**config.mk**
```make
export PLATFORM = sky130hd
export DESIGN_NAME = dls_front
export DESIGN_NICKNAME = d
export VERILOG_FILES = /design/src/sv/dls_pkg.sv /design/src/sv/dls_front.sv
export SDC_FILE = /design/constraint.sdc
export NUM_CORES = 1
export LEC_CHECK = 0
export BUFFER_PORTS_ARGS = -buffer_cell sky130_fd_sc_hd__buf_2
export CELL_PAD_IN_SITES_DETAIL_PLACEMENT = 1
export CELL_PAD_IN_SITES_GLOBAL_PLACEMENT = 2
export CORE_MARGIN = 4
export CORE_UTILIZATION = 41
export CTS_CLUSTER_SIZE = 28
export DETAILED_ROUTE_END_ITERATION = 8
export PLACE_DENSITY = 0.81
export REMOVE_ABC_BUFFERS = 1
export SYNTH_ARGS = -nofsm -noshare
export SYNTH_HDL_FRONTEND = slang
export SYNTH_SLANG_ARGS = --single-unit
```
**constraint.sdc**
```tcl
create_clock -name clk -period 33.1 [get_ports clk]
set_input_delay 1.655 -clock clk [delete_from_list [all_inputs] [get_ports clk]]
set_output_delay 1.655 -clock clk [all_outputs]
set_load 0.02 [all_outputs]
```
**src/sv/dls_pkg.sv**
```systemverilog
package dls_pkg;

  localparam int MAX_LIGHTS = 8;
  localparam int FRAC_BITS = 16;
  localparam int LIDX_W = $clog2(MAX_LIGHTS);
  localparam int LCNT_W = $clog2(MAX_LIGHTS + 1);
  localparam int DL_W = 64 - FRAC_BITS;
  localparam int DEN_W = 38 + DL_W;
  localparam int REM_W = DEN_W;
  localparam int ACC_W = DEN_W + 2;
  localparam int INT_W = FRAC_BITS + 1;

  typedef enum logic {
    KIND_LOAD,
    KIND_SHADE
  } kind_t;

  typedef enum logic [2:0] {
    REG_CAMERA_X    = 3'd0,
    REG_CAMERA_Y    = 3'd1,
    REG_CAMERA_Z    = 3'd2,
    REG_LIGHT_COUNT = 3'd3,
    REG_DAMPING     = 3'd4
  } reg_t;

  typedef enum logic [3:0] {
    ST_IDLE,
    ST_CAM_SQ,
    ST_CAM_RT,
    ST_LD_SQ,
    ST_LD_RT,
    ST_DOT,
    ST_ANG,
    ST_LL_SQ,
    ST_LL_RT,
    ST_DL,
    ST_NUM,
    ST_DEN,
    ST_INT,
    ST_CMP,
    ST_OUT
  } state_t;

  typedef struct packed {
    kind_t              kind;
    logic [2:0]         light_index;
    logic signed [31:0] a_x;
    logic signed [31:0] a_y;
    logic signed [31:0] a_z;
    logic signed [31:0] b_x;
    logic signed [31:0] b_y;
    logic signed [31:0] b_z;
    logic [31:0]        scalar;
  } item_t;

  typedef struct packed {
    logic        start;
    logic [63:0] value;
  } sqrt_req_t;

  typedef struct packed {
    logic             start;
    logic [REM_W-1:0] rem_init;
    logic [63:0]      dividend;
    logic [REM_W-1:0] divisor;
    logic [6:0]       steps;
  } div_req_t;

  function automatic logic signed [31:0] sat_diff(logic signed [31:0] a,
                                                  logic signed [31:0] b);
    logic signed [32:0] d;
    d = {a[31], a} - {b[31], b};
    if (d[32] != d[31]) begin
      sat_diff = d[32] ? 32'sh8000_0000 : 32'sh7fff_ffff;
    end else begin
      sat_diff = d[31:0];
    end
  endfunction

endpackage

```
**src/sv/dls_front.sv**
```systemverilog
module dls_front (
  input  logic            clk,
  input  logic            rst,
  input  logic            s_tvalid,
  output logic            s_tready,
  input  logic [231:0]    s_tdata,
  input  logic            s_tuser,
  output logic            q_valid,
  output dls_pkg::item_t  q_item,
  input  logic            q_pop
);

  dls_pkg::item_t entry [2];
  dls_pkg::item_t incoming;
  logic wptr;
  logic rptr;
  logic [1:0] fill;
  logic push;

  always_comb begin
    incoming.kind = s_tuser ? dls_pkg::KIND_SHADE : dls_pkg::KIND_LOAD;
    incoming.light_index = s_tdata[2:0];
    incoming.a_x = s_tdata[34:3];
    incoming.a_y = s_tdata[66:35];
    incoming.a_z = s_tdata[98:67];
    incoming.b_x = s_tdata[130:99];
    incoming.b_y = s_tdata[162:131];
    incoming.b_z = s_tdata[194:163];
    incoming.scalar = s_tuser ? {8'd0, s_tdata[218:195]} : s_tdata[226:195];
  end

  assign s_tready = (fill != 2'd2);
  assign push = s_tvalid && s_tready;
  assign q_valid = (fill != 2'd0);
  assign q_item = entry[rptr];

  always_ff @(posedge clk) begin
    if (rst) begin
      wptr <= 1'b0;
      rptr <= 1'b0;
      fill <= 2'd0;
    end else begin
      if (push) begin
        wptr <= ~wptr;
      end
      if (q_pop && q_valid) begin
        rptr <= ~rptr;
      end
      fill <= fill + {1'b0, push} - {1'b0, q_pop && q_valid};
    end
  end

  always_ff @(posedge clk) begin
    if (push) begin
      entry[wptr] <= incoming;
    end
  end

endmodule

```
After elaboration in Yosys (flattened, before gate mapping)
Memories as Yosys holds them, arrays and structs flattened. A register that Yosys moved wholly into a read port is not among the register bits.
Cells that the tools add are included.
W data, S select, Z words.
- bits of input ports: 237
- bits in registers: 4
- memories: 1
- word-level logic and storage cells: 18
- bits in writable memories: 456
- output and inout port bits: 230
- add/subtract/negate cells: 2
- eq/ne operators: 1
- reduce and logical (&&, ||, !) cells: 3
- bitwise logic cells: 2
- muxes and demuxes: 6
- memories (name ; words ; bits a word ; rd ports ; clocked after memory_dff ; wr ports ; RTL line ; source):
    entry ; 2 ; 228 ; 1 ; 1 ; 1 ; dls_front.sv:13 ; dls_pkg::item_t entry [2];
- operator list (kind ; count):
    $mux W32 ; 1
    $mux W1 ; 5
    $add A2 B1 Y2 ; 1
    $logic_and A1 B1 Y1 ; 2
    $ne A2 B2 Y1 const B ; 1
    $not A1 Y1 ; 2
    $reduce_bool A2 Y1 ; 1
    $sub A2 B1 Y2 ; 1

Depth between registers and ports, before layout
- depth in word-level cells: 4
- mapped depth: 8
- depth with buffers taken out: 8

Least setup slack after synthesis
No wires, ideal clock.
- kind: input to register
- from: input s_tvalid
- to: memory entry[0][0] (netlist bit), enable pin
- data arrival time: 11.193 ns
- library setup time: 0.821 ns
- required time: 32.279 ns
- slack: 21.086 ns
- stages on the path: 2
- buffers on the path: 0
- path through: nand2_1 -> nor2_1
- longest elaborated chain between the ends: 3
- ends and longest elaborated chain (what ; RTL line ; source):
    start, declared ; dls_front.sv:4 ; input logic s_tvalid,
    $logic_and A1 B1 Y1 ; dls_front.sv:33 ; assign push = s_tvalid && s_tready;
    $mux W1 ; dls_front.sv:54 ; if (push) begin
    $mux W1 (implied by the code) ; dls_front.sv:55 ; entry[wptr] <= incoming;
    end, declared ; dls_front.sv:13 ;
No other way between the ends.

==> impl_summary.txt <==
----------------------------------------------------
[Setup path]
  Library cell appearing most often on the critical path ... buf_4
  Top Family by Delay on Critical Path ... buffers and inverters
  Worst path bufs/invs ... 3
  Category of the most critical setup path ... reg -> out
  Cell count of the worst reg-to-reg path ... 5
  Largest fanout on the critical path ... 73
  End of the worst register-to-register path ... entry[0][221]
  Crit-path cells ... buf_4 -> buf_4 -> mux2_2 -> buf_2
  Worst Path Arrival ... 3460 ps
  Type of origin of the critical path ... register
  Endpoint kind of the worst setup timing path ... primary output
  Critical R2R Launch ... fill[0]
  Slowest stage cell on the critical path ... buf_4
  Internal reg-to-reg setup slack ... 29500 ps
  Total number of cells along the worst setup path ... 4
  Crit-path max cell delay ... 790 ps
  Required time of the worst setup path ... 31440 ps

[Power and ir drop]
  Power per cell area ... 80.82 nW/um2
  Worst-case vdd ir drop ... 53.38 uV
  Internal power consumption ... 0.001208 W
  Leakage power of the design ... 7.852 nW
  Total net switching power ... 0.0005039 W
  Share of power burned in registers ... 44.1%
  Clock power frac ... 30.8%
  Share of total power in combinational logic ... 25.1%
  Switching share of power ... 29.43%

[Floorplan]
  Die span in y ... 210.5 um
  Die footprint ... 44320 um2
  Starting density of the core ... 41.94%
  Floorplan Core Area ... 40100 um2
  Placement row count ... 73
  X dimension of the die ... 210.5 um
  I/O pins ... 467

[Final layout]
  Syn-to-layout area delta ... 25.98%
  Number of nets in the final layout ... 1477
  Share of layout cells above drive strength 1 ... 60.06%
  Count of filler cells inserted in the layout ... 3799
  Design Area, Final ... 21190 um2

[Clock network]
  Maximum number of buffers from clock root to sink ... 3
  Clock buffer count from CTS ... 50
  CTS Hold Bufs ... 0
  Post-CTS Resized ... 0
  Count of buffers added by post-CTS timing repair for setup ... 0
  Clock Latency Late Sink ... 570 ps
  H-Tree Depth ... 2
  Clock-pin slew on the worst setup and hold paths ... 60 ps
  TritonCTS clock tree ... yes
  Total number of clock tree sinks ... 461
  Clock tree root driver cell ... clkbuf_16

[Global routing]
  Initial antenna violation count ... 17
  Largest net degree at the start of global routing ... 76
  Most heavily used metal layer in global routing ... met2
  Wire length of the first global-routing pass ... 57.30 mm
  Final global-route overflow total ... 0
  Global-route usage over all layers ... 16.90%
  Met1 track demand over resource ... 18.06%
  Met2 Use GR ... 30.28%
  Met3 global-route usage ... 5.968%
  Via count of the first global-routing pass ... 9681

[STA]
  Worst clock skew on the final layout ... 16.64 ps
  Clock period minus worst slack ... 5117 ps
  Count of final max-slew check failures ... 0
  Max Fclk ... 195.4 MHz
  Fin worst setup slack ... 27980 ps
  Finish-stage setup viols ... 0
  Worst hold slack ... 523.6 ps
  Max-slew headroom ... 29.70%
  Sum Neg Setup Slack ... 0 ps
  Least-Margin Pin Slew ... 1055 ps
  Final hold vios ... 0
  Share of the clock period used by the worst path after layout ... 15.46%
  Unrepaired setup endpoints after global routing ... no

[Logic synthesis]
  Sequential fraction of the synthesis area ... 82.02%
  Mapped Area ... 16820 um2
  Number of warnings printed during yosys synthesis ... 0
  Number of storage elements in the synthesis netlist ... 461
  Avg Cell Area, Syn ... 22.69 um2
  Library cells used by synthesis ... 16
  Post-Synthesis Cells ... 741

[Outcome]
  Status ... completed

[Detailed routing]
  Ratio of routed vias to standard cells ... 4.845
  Wire length reported by the detailed router ... 39.19 mm
  Final routed DRC violation total ... 0
  Violation count after the first detailed-route iteration ... 479
  Antenna viol nets, final ... 0
  DR vias ... 8788
  Length of the first detailed-routing pass in iterations ... 6
  Routed length per placed instance ... 21.60 um

[Worst hold path]
  Number of cells traversed by the worst hold path ... 2
  Worst hold endpoint ... rptr
  Worst min path class ... reg -> reg
  Worst hold path startpoint ... rptr

[Flow run]
  Max capacitance violation total ... 0

[Placed design]
  RePlAce Congestion ... 0.7339
  Area after DPL ... 19590 um2
  PortBufs ... 461
  Place WS ... 28230 ps
  Detailed Place HPWL ... 27.05 mm

----------------------------------------------------
## layout make-up
class                           count  area [um2]  area share, %
Timing Repair Buffer              470        2375          11.21
Clock buffer                       64        1368          6.455
Antenna cell                       12       30.03         0.1417
Tap cell                          525       656.9          3.101
Sequential cell                   461       13800          65.13
Inverter                            1       3.754        0.01772
Multi-Input combinational cell    254        2754          13.00
Clock inverter                     27       201.4         0.9509
## power groups by stage
| stage | Combinational [W] | Sequential (W) | Clock [W] |
|---|---|---|---|
| 2_1_floorplan | 0.000279 | 0.000808 | 0 |
| 3_3_place_gp | 0.000433 | 0.000762 | 0 |
| 3_5_place_dp | 0.000436 | 0.000768 | 0 |
| 4_1_cts | 0.000439 | 0.000756 | 0.000543 |
| 5_1_grt | 0.000459 | 0.000762 | 0.000570 |
| 6_report | 0.000430 | 0.000755 | 0.000527 |
## cell usage in the layout (no fill, tap or decap)
cell type and n:
buf_2 461, inv_1 1, clkbuf_1 11, clkbuf_16 53, nor2_1 4, or2_2 1, dfxtp_4 1, nor2b_1 10
buf_4 9, nor2_4 1, nand2_1 1, nand2b_1 1, ha_1 2, xnor2_1 2, and3_4 1, xor2_1 1
clkinv_2 5, o21a_1 1, mux2_2 229, bufinv_16 3, clkinv_4 2, clkinv_1 16, dfxtp_1 4, inv_6 1
diode_2 12, edfxtp_1 456
## cells by family after synthesis
kind of cell	after synthesis	share of synthesized area [%]
adder cells (fa/ha/maj)	2	0.1488
flip-flops	461	82.02
XOR/XNOR	3	0.1563
buffers and inverters	26	1.674
AO/OA/AOI/OAI	1	0.04466
AND/OR/NAND/NOR	19	0.6176
multiplexers	229	15.33
## how the worst max path moves through the flow
| stage | from | to | slack, ps |
|---|---|---|---|
| final | register | q_item[192] | 27980 |
| after global routing | register | q_item[192] | 27780 |
| after CTS | register | q_item[192] | 27870 |
| after detailed placement | s_tvalid | entry[0][97] | 28230 |
| after global placement | s_tvalid | entry[0][108] | 28250 |
| after floorplan | s_tvalid | entry[0][0] | 21090 |
## sequential cells by signal, indices dropped and copies added, names as in the netlist, named ones only
name and flops:
entry 456, fill 2, rptr 1, wptr 1
## synthesized netlist by cell type
library cell	instances	area (um2)
inv_1	1	3.750
buf_4	1	7.510
edfxtp_1	456	13690
xnor2_1	2	17.52
mux2_2	229	2579
nor2_1	5	18.77
buf_6	24	270.3
o21a_1	1	7.510
xor2_1	1	8.760
and3_1	1	6.260
nor2b_1	10	62.56
nand2b_1	1	6.260
nand2_1	1	3.750
dfxtp_1	5	100.1
or2_2	1	6.260
ha_1	2	25.02
## per-layer routing
layer	wire length [um]	up-vias
met5	62	-
li1	-	3968
met4	1217	12
met3	3117	79
met2	20860	305
met1	13930	4424
## through the flow
step           instances  utilization [%]  power [W]
2_1_floorplan        716                -   0.001087
3_3_place_gp        1711            48.85   0.001195
3_5_place_dp        1711            48.85   0.001204
4_1_cts             1802            52.76   0.001739
5_1_grt             1813            52.83   0.001791
6_report            1814            52.83   0.001712
## worst min-delay path, delay by kind of cell (launching register included)
family	cells	cell delay, ps
DFF	1	320
xor gates and xnor gates	1	90
and+or+nand+nor	1	80
Note: power is estimated with default switching activity, not from simulation.
